==> src/hdl/tle_pkg.sv <==
// Shared types, codes and constants of the terminal line editor.
package tle_pkg;

    // Field widths
    localparam int CHAR_W      = 7;
    localparam int CUR_W       = 6;
    localparam int CNT_W       = 6;
    localparam int ACT_W       = 3;
    localparam int BYTE_W      = 8;

    // Default line length and command queue depth
    localparam int DEF_LINE_LEN = 40;
    localparam int QUEUE_DEPTH  = 2;

    // Key codes
    localparam logic [BYTE_W-1:0] KEY_EOF    = 8'd4;
    localparam logic [BYTE_W-1:0] KEY_KILL   = 8'd21;
    localparam logic [BYTE_W-1:0] KEY_WERASE = 8'd23;
    localparam logic [BYTE_W-1:0] KEY_ESC    = 8'd27;
    localparam logic [BYTE_W-1:0] KEY_DEL    = 8'd127;
    localparam logic [BYTE_W-1:0] PRINT_LO   = 8'd32;
    localparam logic [BYTE_W-1:0] PRINT_HI   = 8'd126;
    localparam logic [BYTE_W-1:0] CH_LBRACK  = 8'h5B;
    localparam logic [BYTE_W-1:0] CH_UP      = 8'h41;
    localparam logic [BYTE_W-1:0] CH_DOWN    = 8'h42;
    localparam logic [BYTE_W-1:0] CH_RIGHT   = 8'h43;
    localparam logic [BYTE_W-1:0] CH_LEFT    = 8'h44;
    localparam logic [CHAR_W-1:0] CH_SPACE   = 7'h20;

    // Result actions
    typedef enum logic [ACT_W-1:0] {
        ACT_ECHO    = 3'd0,
        ACT_ERASE   = 3'd1,
        ACT_LEFT    = 3'd2,
        ACT_RIGHT   = 3'd3,
        ACT_BELL    = 3'd4,
        ACT_NEWLINE = 3'd5,
        ACT_END     = 3'd6
    } t_action;

    // Commands passed from the front end to the executor
    typedef enum logic [2:0] {
        CMD_PRINT,
        CMD_BELL,
        CMD_ERASE,
        CMD_KILL,
        CMD_WERASE,
        CMD_EOF,
        CMD_LEFT,
        CMD_RIGHT
    } t_cmd;

    typedef struct packed {
        t_cmd              cmd;
        logic [CHAR_W-1:0] ch;
    } t_cmd_item;

    // Queue write side
    typedef struct packed {
        logic      push;
        t_cmd_item item;
    } t_q_wr;

    // Queue read side
    typedef struct packed {
        logic      valid;
        t_cmd_item item;
    } t_q_rd;

    // Escape sequence tracking
    typedef enum logic [1:0] {
        ESC_NONE,
        ESC_SEEN,
        ESC_BRACKET,
        ESC_SKIP
    } t_esc;

    // Executor states
    typedef enum logic [2:0] {
        BS_IDLE,
        BS_DISPATCH,
        BS_SCAN,
        BS_WREAD,
        BS_WCHECK,
        BS_EMIT
    } t_bstate;

endpackage

==> src/hdl/tle_ram.sv <==
// Generic single-write, single-read RAM with registered read data.
module tle_ram #(
    parameter int WIDTH = 8,
    parameter int DEPTH = 16
) (
    input  logic                     i_clk,
    input  logic                     i_we,
    input  logic [$clog2(DEPTH)-1:0] i_waddr,
    input  logic [WIDTH-1:0]         i_wdata,
    input  logic [$clog2(DEPTH)-1:0] i_raddr,
    output logic [WIDTH-1:0]         o_rdata
);

    logic [WIDTH-1:0] r_mem [DEPTH];
    logic [WIDTH-1:0] r_rdata;

    // Write port and registered read port
    always_ff @(posedge i_clk) begin
        if (i_we) begin
            r_mem[i_waddr] <= i_wdata;
        end
        r_rdata <= r_mem[i_raddr];
    end

    assign o_rdata = r_rdata;

endmodule

==> src/hdl/tle_front.sv <==
// Front end: accepts key bytes, tracks escape sequences, classifies into commands.
module tle_front
    import tle_pkg::*;
(
    input  logic              i_clk,
    input  logic              i_rst_n,
    input  logic              i_valid,
    input  logic [BYTE_W-1:0] i_in_byte,
    output logic              o_ready,
    input  logic              i_full,
    output t_q_wr             o_wr
);

    t_esc r_esc;
    t_esc n_esc;
    logic w_acc;

    assign o_ready = !i_full;
    assign w_acc   = i_valid && !i_full;

    // Escape phase next state
    always_comb begin
        n_esc = r_esc;
        if (w_acc) begin
            unique case (r_esc)
                ESC_NONE:    n_esc = (i_in_byte == KEY_ESC) ? ESC_SEEN : ESC_NONE;
                ESC_SEEN:    n_esc = (i_in_byte == CH_LBRACK) ? ESC_BRACKET : ESC_SKIP;
                ESC_BRACKET: n_esc = ESC_NONE;
                ESC_SKIP:    n_esc = ESC_NONE;
                default:     n_esc = ESC_NONE;
            endcase
        end
    end

    always_ff @(posedge i_clk) begin
        if (!i_rst_n) begin
            r_esc <= ESC_NONE;
        end else begin
            r_esc <= n_esc;
        end
    end

    // Byte classification
    always_comb begin
        o_wr.item.ch  = i_in_byte[CHAR_W-1:0];
        o_wr.item.cmd = CMD_BELL;
        o_wr.push     = 1'b0;
        unique case (r_esc)
            ESC_NONE: begin
                o_wr.push = w_acc && (i_in_byte != KEY_ESC);
                priority if (i_in_byte == KEY_EOF) begin
                    o_wr.item.cmd = CMD_EOF;
                end else if (i_in_byte == KEY_DEL) begin
                    o_wr.item.cmd = CMD_ERASE;
                end else if (i_in_byte == KEY_KILL) begin
                    o_wr.item.cmd = CMD_KILL;
                end else if (i_in_byte == KEY_WERASE) begin
                    o_wr.item.cmd = CMD_WERASE;
                end else if (i_in_byte >= PRINT_LO && i_in_byte <= PRINT_HI) begin
                    o_wr.item.cmd = CMD_PRINT;
                end else begin
                    o_wr.item.cmd = CMD_BELL;
                end
            end
            ESC_BRACKET: begin
                if (i_in_byte == CH_UP || i_in_byte == CH_LEFT) begin
                    o_wr.item.cmd = CMD_LEFT;
                    o_wr.push     = w_acc;
                end else if (i_in_byte == CH_DOWN || i_in_byte == CH_RIGHT) begin
                    o_wr.item.cmd = CMD_RIGHT;
                    o_wr.push     = w_acc;
                end
            end
            ESC_SEEN, ESC_SKIP: begin
                o_wr.push = 1'b0;
            end
            default: begin
                o_wr.push = 1'b0;
            end
        endcase
    end

endmodule

==> src/hdl/tle_fifo.sv <==
// Short command queue between the front end and the executor.
module tle_fifo
    import tle_pkg::*;
(
    input  logic  i_clk,
    input  logic  i_rst_n,
    input  t_q_wr i_wr,
    output logic  o_full,
    output t_q_rd o_rd,
    input  logic  i_pop
);

    localparam int PTR_W = (QUEUE_DEPTH > 1) ? $clog2(QUEUE_DEPTH) : 1;
    localparam int CNT_QW = $clog2(QUEUE_DEPTH + 1);

    t_cmd_item         r_mem [QUEUE_DEPTH];
    logic [PTR_W-1:0]  r_head;
    logic [PTR_W-1:0]  r_tail;
    logic [CNT_QW-1:0] r_count;
    logic              w_push;
    logic              w_pop;

    assign o_full     = (r_count == CNT_QW'(QUEUE_DEPTH));
    assign o_rd.valid = (r_count != '0);
    assign o_rd.item  = r_mem[r_head];
    assign w_push     = i_wr.push && !o_full;
    assign w_pop      = i_pop && o_rd.valid;

    // Entry storage
    always_ff @(posedge i_clk) begin
        if (w_push) begin
            r_mem[r_tail] <= i_wr.item;
        end
    end

    // Pointers and fill count
    always_ff @(posedge i_clk) begin
        if (!i_rst_n) begin
            r_head  <= '0;
            r_tail  <= '0;
            r_count <= '0;
        end else begin
            if (w_push) begin
                r_tail <= (r_tail == PTR_W'(QUEUE_DEPTH - 1)) ? '0 : r_tail + PTR_W'(1);
            end
            if (w_pop) begin
                r_head <= (r_head == PTR_W'(QUEUE_DEPTH - 1)) ? '0 : r_head + PTR_W'(1);
            end
            if (w_push && !w_pop) begin
                r_count <= r_count + CNT_QW'(1);
            end else if (w_pop && !w_push) begin
                r_count <= r_count - CNT_QW'(1);
            end
        end
    end

endmodule

==> src/hdl/tle_back.sv <==
// Executor: applies commands to the line store and cursor, drives result items.
module tle_back
    import tle_pkg::*;
#(
    parameter int LINE_LEN = DEF_LINE_LEN
) (
    input  logic              i_clk,
    input  logic              i_rst_n,
    input  t_q_rd             i_q,
    output logic              o_pop,
    output logic              o_valid,
    input  logic              i_ready,
    output logic [ACT_W-1:0]  o_action,
    output logic [CHAR_W-1:0] o_echo_char,
    output logic [CNT_W-1:0]  o_erase_count,
    output logic              o_last
);

    localparam int IDX_W = $clog2(LINE_LEN);

    t_bstate r_state, n_state;

    logic [CUR_W-1:0]    r_cursor, n_cursor;
    logic                r_halted, n_halted;
    logic [LINE_LEN-1:0] r_full, n_full;     // entry holds a character
    t_cmd                r_cmd, n_cmd;
    logic [CHAR_W-1:0]   r_ch, n_ch;
    logic [CUR_W-1:0]    r_idx, n_idx;
    logic                r_word, n_word;

    // Pending result
    t_action             r_p_act, n_p_act;
    logic [CHAR_W-1:0]   r_p_ch, n_p_ch;
    logic [CNT_W-1:0]    r_p_cnt, n_p_cnt;
    logic                r_p_last, n_p_last;
    logic                r_nl, n_nl;

    // Output register
    logic                r_o_valid, n_o_valid;
    t_action             r_o_act, n_o_act;
    logic [CHAR_W-1:0]   r_o_ch, n_o_ch;
    logic [CNT_W-1:0]    r_o_cnt, n_o_cnt;
    logic                r_o_last, n_o_last;

    logic [CUR_W-1:0]    w_cur_m1;
    logic                w_out_free;
    logic                w_space;
    logic                w_we;
    logic [CHAR_W-1:0]   w_rdata;

    assign w_cur_m1   = r_cursor - CUR_W'(1);
    assign w_out_free = !r_o_valid || i_ready;
    assign w_space    = r_full[w_cur_m1[IDX_W-1:0]] && (w_rdata == CH_SPACE);

    // Line store characters; emptiness lives in r_full
    tle_ram #(
        .WIDTH(CHAR_W),
        .DEPTH(LINE_LEN)
    ) u_store (
        .i_clk  (i_clk),
        .i_we   (w_we),
        .i_waddr(r_cursor[IDX_W-1:0]),
        .i_wdata(r_ch),
        .i_raddr(w_cur_m1[IDX_W-1:0]),
        .o_rdata(w_rdata)
    );

    // Next state
    always_comb begin
        n_state = r_state;
        unique case (r_state)
            BS_IDLE: begin
                if (i_q.valid && !r_halted) begin
                    n_state = BS_DISPATCH;
                end
            end
            BS_DISPATCH: begin
                unique case (r_cmd)
                    CMD_PRINT, CMD_BELL, CMD_ERASE: n_state = BS_EMIT;
                    CMD_KILL:   n_state = (r_cursor != '0) ? BS_EMIT : BS_IDLE;
                    CMD_EOF:    n_state = (r_cursor == '0) ? BS_EMIT : BS_IDLE;
                    CMD_LEFT:   n_state = (r_cursor != '0) ? BS_EMIT : BS_IDLE;
                    // Cursor past the last entry has nowhere to go
                    CMD_RIGHT:  n_state = (r_cursor < CUR_W'(LINE_LEN)) ? BS_SCAN : BS_IDLE;
                    CMD_WERASE: n_state = BS_WREAD;
                    default:    n_state = BS_IDLE;
                endcase
            end
            BS_SCAN: begin
                priority if (!r_full[r_idx[IDX_W-1:0]]) begin
                    n_state = BS_IDLE;
                end else if (r_idx == r_cursor) begin
                    n_state = BS_EMIT;
                end else begin
                    n_state = BS_SCAN;
                end
            end
            BS_WREAD: begin
                if (r_cursor == '0) begin
                    n_state = (r_p_cnt != '0) ? BS_EMIT : BS_IDLE;
                end else begin
                    n_state = BS_WCHECK;
                end
            end
            BS_WCHECK: begin
                if (r_word && w_space) begin
                    n_state = (r_p_cnt != '0) ? BS_EMIT : BS_IDLE;
                end else begin
                    n_state = BS_WREAD;
                end
            end
            BS_EMIT: begin
                if (w_out_free && !r_nl) begin
                    n_state = BS_IDLE;
                end
            end
            default: n_state = BS_IDLE;
        endcase
    end

    // Datapath and outputs
    always_comb begin
        n_cursor  = r_cursor;
        n_halted  = r_halted;
        n_full    = r_full;
        n_cmd     = r_cmd;
        n_ch      = r_ch;
        n_idx     = r_idx;
        n_word    = r_word;
        n_p_act   = r_p_act;
        n_p_ch    = r_p_ch;
        n_p_cnt   = r_p_cnt;
        n_p_last  = r_p_last;
        n_nl      = r_nl;
        n_o_act   = r_o_act;
        n_o_ch    = r_o_ch;
        n_o_cnt   = r_o_cnt;
        n_o_last  = r_o_last;
        n_o_valid = i_ready ? 1'b0 : r_o_valid;
        o_pop     = 1'b0;
        w_we      = 1'b0;

        unique case (r_state)
            BS_IDLE: begin
                // Commands after a halt are dropped
                o_pop = i_q.valid;
                n_cmd = i_q.item.cmd;
                n_ch  = i_q.item.ch;
            end
            BS_DISPATCH: begin
                n_p_ch   = '0;
                n_p_cnt  = '0;
                n_p_last = 1'b1;
                n_nl     = 1'b0;
                n_p_act  = ACT_BELL;
                unique case (r_cmd)
                    CMD_PRINT: begin
                        if (r_cursor < CUR_W'(LINE_LEN)) begin
                            w_we = 1'b1;
                            n_full[r_cursor[IDX_W-1:0]] = 1'b1;
                            n_p_act = ACT_ECHO;
                            n_p_ch  = r_ch;
                            // Line full: newline follows, cursor wraps
                            if (r_cursor == CUR_W'(LINE_LEN - 1)) begin
                                n_cursor = '0;
                                n_p_last = 1'b0;
                                n_nl     = 1'b1;
                            end else begin
                                n_cursor = r_cursor + CUR_W'(1);
                            end
                        end
                    end
                    CMD_BELL: begin
                        n_p_act = ACT_BELL;
                    end
                    CMD_ERASE: begin
                        if (r_cursor != '0) begin
                            n_cursor = w_cur_m1;
                            n_full[w_cur_m1[IDX_W-1:0]] = 1'b0;
                            n_p_act = ACT_ERASE;
                            n_p_cnt = CNT_W'(1);
                        end
                    end
                    CMD_KILL: begin
                        n_full[0] = 1'b0;
                        n_cursor  = '0;
                        n_p_act   = ACT_ERASE;
                        n_p_cnt   = CNT_W'(r_cursor);
                    end
                    CMD_EOF: begin
                        n_p_act = ACT_END;
                        if (r_cursor == '0) begin
                            n_halted = 1'b1;
                        end
                    end
                    CMD_LEFT: begin
                        n_p_act = ACT_LEFT;
                        if (r_cursor != '0) begin
                            n_cursor = w_cur_m1;
                        end
                    end
                    CMD_RIGHT: begin
                        n_p_act = ACT_RIGHT;
                        n_idx   = '0;
                    end
                    CMD_WERASE: begin
                        n_p_act = ACT_ERASE;
                        n_word  = 1'b0;
                    end
                    default: begin
                        n_p_act = ACT_BELL;
                    end
                endcase
            end
            BS_SCAN: begin
                // Right move allowed only if every entry up to the cursor is filled
                if (r_full[r_idx[IDX_W-1:0]]) begin
                    if (r_idx == r_cursor) begin
                        n_cursor = r_cursor + CUR_W'(1);
                    end else begin
                        n_idx = r_idx + CUR_W'(1);
                    end
                end
            end
            BS_WREAD: begin
                // Read address is the entry before the cursor
            end
            BS_WCHECK: begin
                // Spaces first, then the word before them
                if (!(r_word && w_space)) begin
                    n_cursor = w_cur_m1;
                    n_full[w_cur_m1[IDX_W-1:0]] = 1'b0;
                    n_p_cnt = r_p_cnt + CNT_W'(1);
                    if (!w_space) begin
                        n_word = 1'b1;
                    end
                end
            end
            BS_EMIT: begin
                if (w_out_free) begin
                    n_o_valid = 1'b1;
                    n_o_act   = r_p_act;
                    n_o_ch    = r_p_ch;
                    n_o_cnt   = r_p_cnt;
                    n_o_last  = r_p_last;
                    if (r_nl) begin
                        n_p_act  = ACT_NEWLINE;
                        n_p_ch   = '0;
                        n_p_cnt  = '0;
                        n_p_last = 1'b1;
                        n_nl     = 1'b0;
                    end
                end
            end
            default: begin
                o_pop = 1'b0;
            end
        endcase
    end

    // Control registers
    always_ff @(posedge i_clk) begin
        if (!i_rst_n) begin
            r_state   <= BS_IDLE;
            r_cursor  <= '0;
            r_halted  <= 1'b0;
            r_full    <= '0;
            r_nl      <= 1'b0;
            r_o_valid <= 1'b0;
        end else begin
            r_state   <= n_state;
            r_cursor  <= n_cursor;
            r_halted  <= n_halted;
            r_full    <= n_full;
            r_nl      <= n_nl;
            r_o_valid <= n_o_valid;
        end
    end

    // Payload registers
    always_ff @(posedge i_clk) begin
        r_cmd    <= n_cmd;
        r_ch     <= n_ch;
        r_idx    <= n_idx;
        r_word   <= n_word;
        r_p_act  <= n_p_act;
        r_p_ch   <= n_p_ch;
        r_p_cnt  <= n_p_cnt;
        r_p_last <= n_p_last;
        r_o_act  <= n_o_act;
        r_o_ch   <= n_o_ch;
        r_o_cnt  <= n_o_cnt;
        r_o_last <= n_o_last;
    end

    assign o_valid       = r_o_valid;
    assign o_action      = r_o_act;
    assign o_echo_char   = r_o_ch;
    assign o_erase_count = r_o_cnt;
    assign o_last        = r_o_last;

endmodule

==> src/hdl/terminal_line_editor.sv <==
// Terminal line editor: byte intake, escape handling, command queue, line editing core.
// A taken byte goes through the queue and the executor's idle, dispatch and emit states
// to the output register. Bytes are taken one per cycle into a 2-entry queue while it is
//   not full; the executor takes one command at a time, adds a newline item on a wrap,
//   walks filled entries on a right move, and reads then checks each word-erase entry.
// Reset (synchronous, active low) empties the line, cursor 0, clears escape and halt.
module terminal_line_editor
    import tle_pkg::*;
#(
    parameter int LINE_LEN = DEF_LINE_LEN
) (
    input  logic              i_clk,
    input  logic              i_rst_n,
    input  logic              i_valid,
    input  logic [BYTE_W-1:0] i_in_byte,
    output logic              o_ready,
    output logic              o_valid,
    input  logic              i_ready,
    output logic [ACT_W-1:0]  o_action,
    output logic [CHAR_W-1:0] o_echo_char,
    output logic [CNT_W-1:0]  o_erase_count,
    output logic              o_last
);

    t_q_wr w_wr;
    t_q_rd w_rd;
    logic  w_full;
    logic  w_pop;

    // Intake and classification
    tle_front u_front (
        .i_clk    (i_clk),
        .i_rst_n  (i_rst_n),
        .i_valid  (i_valid),
        .i_in_byte(i_in_byte),
        .o_ready  (o_ready),
        .i_full   (w_full),
        .o_wr     (w_wr)
    );

    // Command queue
    tle_fifo u_fifo (
        .i_clk  (i_clk),
        .i_rst_n(i_rst_n),
        .i_wr   (w_wr),
        .o_full (w_full),
        .o_rd   (w_rd),
        .i_pop  (w_pop)
    );

    // Editing core
    tle_back #(
        .LINE_LEN(LINE_LEN)
    ) u_back (
        .i_clk        (i_clk),
        .i_rst_n      (i_rst_n),
        .i_q          (w_rd),
        .o_pop        (w_pop),
        .o_valid      (o_valid),
        .i_ready      (i_ready),
        .o_action     (o_action),
        .o_echo_char  (o_echo_char),
        .o_erase_count(o_erase_count),
        .o_last       (o_last)
    );

endmodule

==> config.mk <==
export PLATFORM = sky130hd
export DESIGN_NAME = terminal_line_editor
export DESIGN_NICKNAME = d
export VERILOG_FILES = /design/src/hdl/tle_pkg.sv /design/src/hdl/tle_ram.sv /design/src/hdl/tle_front.sv /design/src/hdl/tle_fifo.sv /design/src/hdl/tle_back.sv /design/src/hdl/terminal_line_editor.sv
export SDC_FILE = /design/constraint.sdc
export NUM_CORES = 1
export LEC_CHECK = 0
export ABC_AREA = 1
export BUFFER_PORTS_ARGS = -buffer_cell sky130_fd_sc_hd__buf_2
export CAP_MARGIN = 0
export CORE_MARGIN = 2
export CORE_UTILIZATION = 42
export CTS_BUF_LIST = sky130_fd_sc_hd__clkbuf_16
export DETAILED_ROUTE_END_ITERATION = 16
export HOLD_SLACK_MARGIN = 0.06
export PLACE_DENSITY_LB_ADDON = 0.2
export SETUP_SLACK_MARGIN = 0.4
export SLEW_MARGIN = 20
export SYNTH_ARGS = -nofsm -noshare
export SYNTH_HDL_FRONTEND = slang
export SYNTH_SLANG_ARGS = --single-unit
==> constraint.sdc <==
create_clock -name i_clk -period 3.9 [get_ports i_clk]
set_input_delay 0.39 -clock i_clk [delete_from_list [all_inputs] [get_ports i_clk]]
set_output_delay 0.39 -clock i_clk [all_outputs]
set_load 0.01 [all_outputs]
==> results of run 1 <==
## power groups by stage
stage / Clock (uW) / Combinational (uW) / Sequential (uW)
global route: 4250 / 6680 / 6030
CTS: 4060 / 6050 / 6020
detailed placement: 0 / 6020 / 6110
finish: 4010 / 6140 / 5990
floorplan: 0 / 3540 / 6090
global placement: 0 / 5980 / 6100
## worst max path at each step
stage / endpoint / slack, ns / cells past startpoint
global route: u_back.r_cursor[1]$_SDFFE_PN0P_ / 0.40 / 17
detailed placement: u_back.r_full[9]$_SDFFE_PN0P_ / 0.38 / 16
finish: u_back.r_cursor[4]$_SDFFE_PN0P_ / 0.68 / 17
CTS: u_back.r_p_cnt[2]$_DFFE_PP_ / 0.48 / 15
global placement: u_back.r_full[2]$_SDFFE_PN0P_ / 0.54 / 16
floorplan: u_back.r_p_cnt[0]$_DFFE_PP_ / 0.68 / 21
## worst reg2reg max path, stage by stage (launching register included)
cell and delay (ns):
dfxtp_1 0.47, inv_1 0.18, ha_1 0.38, clkinvlp_4 0.25
nand3_1 0.33, nor2_4 0.06, inv_1 0.11, o21ai_0 0.08
nor2_1 0.12, nand3_2 0.09, nand2_2 0.12, nand2_2 0.07
nor2_4 0.20, nand2_8 0.20, nand2_1 0.17, inv_1 0.11
nor2_1 0.10, nor2_1 0.05
## layout by cell type (no fill, tap or decap), types with 3 or more instances in the layout
cell type | netlist | routed
o21a_1 | 3 | 3
o211ai_1 | 3 | 3
o22ai_1 | 3 | 3
buf_4 | 6 | 56
clkinv_1 | 5 | 15
nand4_1 | 49 | 49
nor4_1 | 11 | 9
edfxtp_1 | 351 | 351
dlygate4sd3_1 | 0 | 5
nor2_4 | 3 | 7
nor3_1 | 39 | 39
nand2_2 | 8 | 7
ha_1 | 7 | 7
buf_12 | 0 | 3
clkinvlp_4 | 0 | 5
clkinv_2 | 0 | 5
nor2_2 | 4 | 4
dfxtp_1 | 65 | 65
a21oi_1 | 80 | 80
inv_2 | 8 | 8
a31oi_1 | 7 | 7
a221oi_1 | 20 | 20
nor2_1 | 153 | 149
nand3_1 | 116 | 116
buf_2 | 10 | 30
and3_1 | 5 | 5
o21ai_0 | 67 | 67
or2_2 | 3 | 3
inv_1 | 178 | 191
xor2_1 | 3 | 3
clkbuf_16 | 0 | 46
o21bai_1 | 12 | 12
a22o_1 | 36 | 36
nand2_1 | 379 | 379
## cell families after synthesis
logic type	count (synthesis)
and+or+nand+nor	779
buffers and inverters	261
xor gates and xnor gates	4
adders and majority gates	7
DFF	416
AOI/OAI and AO/OA	250
## state kept, by name, summed over array words and instances (netlist names), 7 cells and up
signal and cells:
u_back.u_store.r_mem 280, u_back.r_full 40, u_fifo.r_mem 20, u_back.o_echo_char 7
u_back.r_ch 7, u_back.r_p_ch 7, u_back.u_store.o_rdata 7
## stage by stage
stage | setup WS [ns] | hold WS [ns] | power, uW | util | instance area, um2
floorplan | 0.6761 | 0.4003 | 9637 | - | 17970
finish | 0.6840 | 0.08692 | 16130 | 0.4858 | 20470
detailed placement | 0.3767 | 0.4045 | 12130 | 0.4512 | 19010
CTS | 0.4835 | 0.06182 | 16130 | 0.4850 | 20440
global placement | 0.5440 | 0.4038 | 12070 | 0.4512 | 19010
global route | 0.4045 | 0.06505 | 16960 | 0.4858 | 20470
## layout make-up
class / count / area [um2]
clock buffers: 46 / 1151
clock inverters: 36 / 221.5
fillers: 3775 / 21660
inverters: 191 / 720.7
multi-input cells: 1040 / 5165
flip-flops and latches: 416 / 11840
well taps: 539 / 674.4
repair buffers: 95 / 695.7
## what timing repair did
action | 4_1_cts | 5_1_grt
buffers inserted | 0 | 0
gates resized for setup | 1 | 3
pin swaps | 0 | 0
hold buffers | 5 | 0
endpoints found under the hold margin | 10 | 0
endpoints found under the setup margin | 15 | 26
## layer usage
layer,wire [um],up-vias
met2,23600,548
met3,4105,95
li1,-,6129
met1,23180,6327
met5,0,-
met4,1530,0
==> flow_summary.json, run 1 <==
{
  "postRouteAntennaNets": 0,
  "ys_seq_area_frac": 0.6589,
  "r2r_end": "u_back.r_cursor[4]$_SDFFE_PN0P_",
  "yosys-top-cells-count": "379 x nand2_1, 351 x edfxtp_1, 178 x inv_1, 153 x nor2_1, 116 x nand3_1",
  "dp.cells": 2275,
  "fin_worst_skew_ns": 0.01923,
  "synth_simple_gate_area_frac": 0.1890,
  "start_util": 0.4265,
  "netlist_instances": 1717,
  "required_ns": 4.37,
  "netlist.top_cell.by_area": "edfxtp_1",
  "cp_cell_sequence": "inv_1 > ha_1 > clkinvlp_4 > nand3_1 > nor2_4 > inv_1 > o21ai_0 > nor2_1 > nand3_2 > nand2_2 > nand2_2 > nor2_4 > nand2_8 > nand2_1 > inv_1 > nor2_1 > nor2_1",
  "synth_top_family_by_area": "simple AND/OR/NAND/NOR gates",
  "yosys_warnings": 0,
  "fp.coreArea_um2": 42130,
  "drive_above_1_share": 0.1031,
  "critPathTopFamily": "simple AND/OR/NAND/NOR gates",
  "max_cap_viol_count": 0,
  "cp_max_fo": 34,
  "wl_per_cell_um": 22.18,
  "slowest_delay_ns": 0.47,
  "routed_wl_um": 52410,
  "path_buf_inv": 4,
  "ff2ff_setup_slack_ns": 0.68,
  "slew_viol_final": 0,
  "setup_violations": 0,
  "dieArea_um2": 44460,
  "worstHoldPathType": "input port to flop",
  "path_class": "flop to flop",
  "drtIter0Drc": 1370,
  "arrival_ns": 3.69,
  "via_count": 13100,
  "h-tree-depth": 2,
  "critPathLaunch": "u_back.r_cursor[1]$_SDFFE_PN0P_",
  "cp-end-kind": "flop",
  "hpwl_um": 34140,
  "yosysTopAreaCellShare": 0.5865,
  "synthArstFlopShare": 0,
  "place_congestion": 0.9225,
  "synth_xor_area_frac": 0.002367,
  "synth.most_common_cell": "nand2_1",
  "muxShareOfSynthArea": 0,
  "ir_worst_vdd_mv": 0.3075,
  "pwr_density_cell_nw_per_um2": 788.2,
  "power_frac_comb": 0.381,
  "internal_power_uw": 9621,
  "setup_tns_ns": 0,
  "layout.nets": 1807,
  "io_pins": 31,
  "grtUsageMet1": 0.3385,
  "antennaDiodeCount": 0,
  "grt_first_pass_wirelength_um": 78520,
  "synth_fa_ha_area_frac": 0.004873,
  "syn_area_per_cell_um2": 10.47,
  "worst_pin_slew_ns": 1.022,
  "cts_buffer_depth": 3,
  "grt_remaining_overflow": 0,
  "r2r_start": "u_back.r_cursor[1]$_SDFFE_PN0P_",
  "fin_cells": 2363,
  "synth_nets": 1736,
  "fmax_mhz": 310.9,
  "cts.clk_slew.worst_paths_ns": 0.07,
  "antenna_found_initial": 0,
  "seqPwrFrac": 0.371,
  "tritoncts": "built",
  "synth-seq-cells": 416,
  "grt_pass1_vias": 12530,
  "grtUsageMet3": 0.04401,
  "grt_max_degree": 42,
  "drcViolationCount": 0,
  "cp_slowest_cell": "dfxtp_1",
  "synth-compound-area-share": 0.08800,
  "period_needed_ns": 3.216,
  "clockRootBuffer": "clkbuf_16",
  "finalHoldViolCount": 0,
  "synth_area_um2": 17970,
  "portBuffers": 30,
  "p_leak_uw": 0.007781,
  "hold_end": "u_fifo.r_mem[0][4]$_DFFE_PP_",
  "clkSinkCount": 416,
  "switching_share": 0.4037,
  "maxSlewHeadroom": 0.3125,
  "synth.distinct_cells": 52,
  "cp-start-kind": "flop",
  "numCtsBuffers": 44,
  "synth_edf_count": 351,
  "grt_setup_unrepaired": "no",
  "reg2reg_depth": 17,
  "whs_path_depth": 1,
  "synth_ff_type": "edfxtp_1",
  "clkLatencyLatePin_ns": 0.58,
  "switchingPower_uw": 6513,
  "clkPwrFrac": 0.248,
  "syn_to_final_growth_pct": 13.90,
  "gr-usage-all-layers": 0.2392,
  "routed_via_density": 5.543,
  "die_w_um": 210.9,
  "synth_area_leaders": "edfxtp_1 59%, nand2_1 7.9%, dfxtp_1 7.2%, inv_1 3.7%, nand3_1 3.2%",
  "rows": 75,
  "dieHeight_um": 210.9,
  "grt_busiest_layer": "met2",
  "drt_pass1_iterations": 8,
  "worstHoldStart": "i_in_byte[4]",
  "use_met2": 0.3734,
  "finalCritPeriodShare": 0.8246,
  "outcome": "finished clean"
}
No activity file was read; power rests on OpenSTA's default activity.
==> run 2, diff against run 1 <==
clock period = 3.16 ns   (was 3.9 ns; I/O delays follow)
==> flow_summary.json, run 2 (synthesis gave the netlist of run 1 again) <==
{
  "pwr_density_cell_nw_per_um2": 967.8,
  "final_common_cell": "nand2_1",
  "cp_max_fo": 22,
  "switching_share": 0.4061,
  "critPathTopFamily": "simple AND/OR/NAND/NOR gates",
  "grt_first_pass_wirelength_um": 78280,
  "cts_buffer_depth": 3,
  "crit_top_cell": "nand2_1",
  "p_leak_uw": 0.007884,
  "seqPwrFrac": 0.365,
  "fin_worst_skew_ns": 0.02801,
  "path_class": "flop to flop",
  "wl_per_cell_um": 21.77,
  "setup_violations": 0,
  "finalHoldViolCount": 0,
  "numCtsBuffers": 43,
  "postRouteAntennaNets": 0,
  "worstHoldStart": "i_in_byte[7]",
  "place_congestion": 0.9338,
  "routed_via_density": 5.608,
  "dieArea_um2": 44460,
  "gr-usage-all-layers": 0.2363,
  "h-tree-depth": 2,
  "fmax_mhz": 376.5,
  "postCtsSetupBuffers": 0,
  "worst_pin_slew_ns": 0.9885,
  "layout.nets": 1832,
  "internal_power_uw": 11890,
  "routed_wl_um": 51920,
  "power_frac_comb": 0.396,
  "whs_path_depth": 5,
  "cp_cell_sequence": "inv_2 > ha_2 > inv_1 > nand2_1 > nand2_2 > nand2_2 > nor2_4 > buf_4 > nand2_1 > nand2_1 > a221oi_1 > nand2_1 > o211ai_1 > nand2_1 > nand2_1 > nand2_1",
  "cp-end-kind": "flop",
  "worstHoldPathType": "input port to flop",
  "switchingPower_uw": 8134,
  "drcViolationCount": 0,
  "required_ns": 3.63,
  "largestRegisters": "u_back.u_store.r_mem: 280 flops, u_back.r_full: 40 flops, u_fifo.r_mem: 20 flops",
  "r2r_start": "u_back.r_cursor[0]$_SDFFE_PN0P_",
  "finalPower_uw": 20030,
  "top_register": "u_back.u_store.r_mem",
  "clkPwrFrac": 0.239,
  "grt_remaining_overflow": 0,
  "syn_to_final_growth_pct": 15.14,
  "use_met2": 0.3748,
  "fp.coreArea_um2": 42130,
  "finalCritPeriodShare": 0.8405,
  "start_util": 0.4265,
  "cp_slowest_cell": "o211ai_1",
  "clkLatencyLatePin_ns": 0.58,
  "slew_viol_final": 0,
  "maxSlewHeadroom": 0.3369,
  "reg2reg_depth": 16,
  "r2r_end": "u_back.u_store.o_rdata[0]$_DFF_P_",
  "drive_above_1_share": 0.1230,
  "hold_end": "u_front.r_esc[0]$_SDFFE_PN0P_",
  "grt_max_degree": 42,
  "clockRootBuffer": "clkbuf_16",
  "via_count": 13380,
  "grt_setup_unrepaired": "yes",
  "rows": 75,
  "fin_area_um2": 20690,
  "drt_pass1_iterations": 5,
  "arrival_ns": 3.13,
  "clkSinkCount": 416,
  "antenna_found_initial": 1,
  "outcome": "finished clean",
  "ff2ff_setup_slack_ns": 0.50,
  "place_ws_ns": 0.4008,
  "setup_tns_ns": 0,
  "cp-start-kind": "flop",
  "max_cap_viol_count": 0,
  "io_pins": 31,
  "grt_busiest_layer": "met2",
  "die_w_um": 210.9,
  "largest_reg_flops": 280,
  "grtUsageMet1": 0.3304,
  "slowest_delay_ns": 0.34,
  "antennaDiodeCount": 0,
  "drtIter0Drc": 1495,
  "grtUsageMet3": 0.03568,
  "period_needed_ns": 2.656,
  "grt_pass1_vias": 12690,
  "cts.clk_slew.worst_paths_ns": 0.06,
  "ir_worst_vdd_mv": 0.5225,
  "post_dp_cell_area_um2": 19220,
  "path_buf_inv": 3,
  "mostFrequentLayoutCells": "378 x nand2_1, 351 x edfxtp_1, 182 x inv_1",
  "finalWorstSetupSlack_ns": 0.5039,
  "dieHeight_um": 210.9,
  "utilization": 0.4911,
  "tritoncts": "built",
  "hpwl_um": 33530,
  "portBuffers": 30
}
-- run 2: what timing repair did --
| action | CTS | global route |
|---|---|---|
| resized for setup | 0 | 20 |
| hold endpoints to repair | 16 | 0 |
| hold buffers | 9 | 0 |
| setup endpoints to repair | 0 | 109 |
-- run 2: power groups by stage --
stage / Combinational (uW) / Clock (uW) / Sequential, uW
floorplan: 4430 / 0 / 7520
global placement: 7710 / 0 / 7400
detailed placement: 7750 / 0 / 7410
CTS: 7790 / 4880 / 7300
global route: 8640 / 5090 / 7340
finish: 7930 / 4790 / 7300
-- run 2: layout make-up --
type | instances | area (um2)
Fill cell | 3762 | 21440
Sequential cell | 416 | 11840
Multi-Input combinational cell | 1040 | 5196
Clock buffer | 43 | 1076
Timing Repair Buffer | 121 | 937.1
Inverter | 191 | 724.4
Tap cell | 539 | 674.4
Clock inverter | 35 | 241.5
-- run 2: per-layer routing --
layer  wire, um  share of wire  vias up
met5          0              0        -
met4       1640          0.032        0
met3       3816          0.073      101
met2      23780           0.46      551
met1      22680           0.44     6545
li1           -              -     6178
-- run 2: worst max-delay path by stage --
stage | endpoint | start | slack [ns] | cells after the start
global placement | u_back.u_store.r_mem[26][1]$_DFFE_PP_ | u_back.r_cmd[1]$_DFFE_PP_ | 0.44 | 7
detailed placement | u_back.u_store.o_rdata[0]$_DFF_P_ | u_back.r_cursor[1]$_SDFFE_PN0P_ | 0.40 | 16
CTS | u_back.r_full[33]$_SDFFE_PN0P_ | u_back.r_cursor[0]$_SDFFE_PN0P_ | 0.40 | 15
global route | u_back.u_store.o_rdata[0]$_DFF_P_ | u_back.r_cursor[0]$_SDFFE_PN0P_ | 0.29 | 16
finish | u_back.u_store.o_rdata[0]$_DFF_P_ | u_back.r_cursor[0]$_SDFFE_PN0P_ | 0.50 | 16
floorplan | u_back.r_p_cnt[0]$_DFFE_PP_ | u_back.r_cursor[0]$_SDFFE_PN0P_ | 0.42 | 20
-- run 2: through the flow --
stage | hold WS (ns) | cells
after CTS | 0.2520 | 2385
after detailed placement | 0.4129 | 2298
after global placement | 0.4035 | 2298
final | 0.2905 | 2385
after floorplan | 0.4003 | 1717
after global routing | 0.3101 | 2385
-- run 2: worst register-to-register path: cells and delay by family, from the launching register on --
kind,cells,cell delay (ns)
AOI/OAI and AO/OA,2,0.58
adders and majority gates,1,0.22
buffers and inverters,3,0.40
DFF,1,0.32
and+or+nand+nor,10,1.05
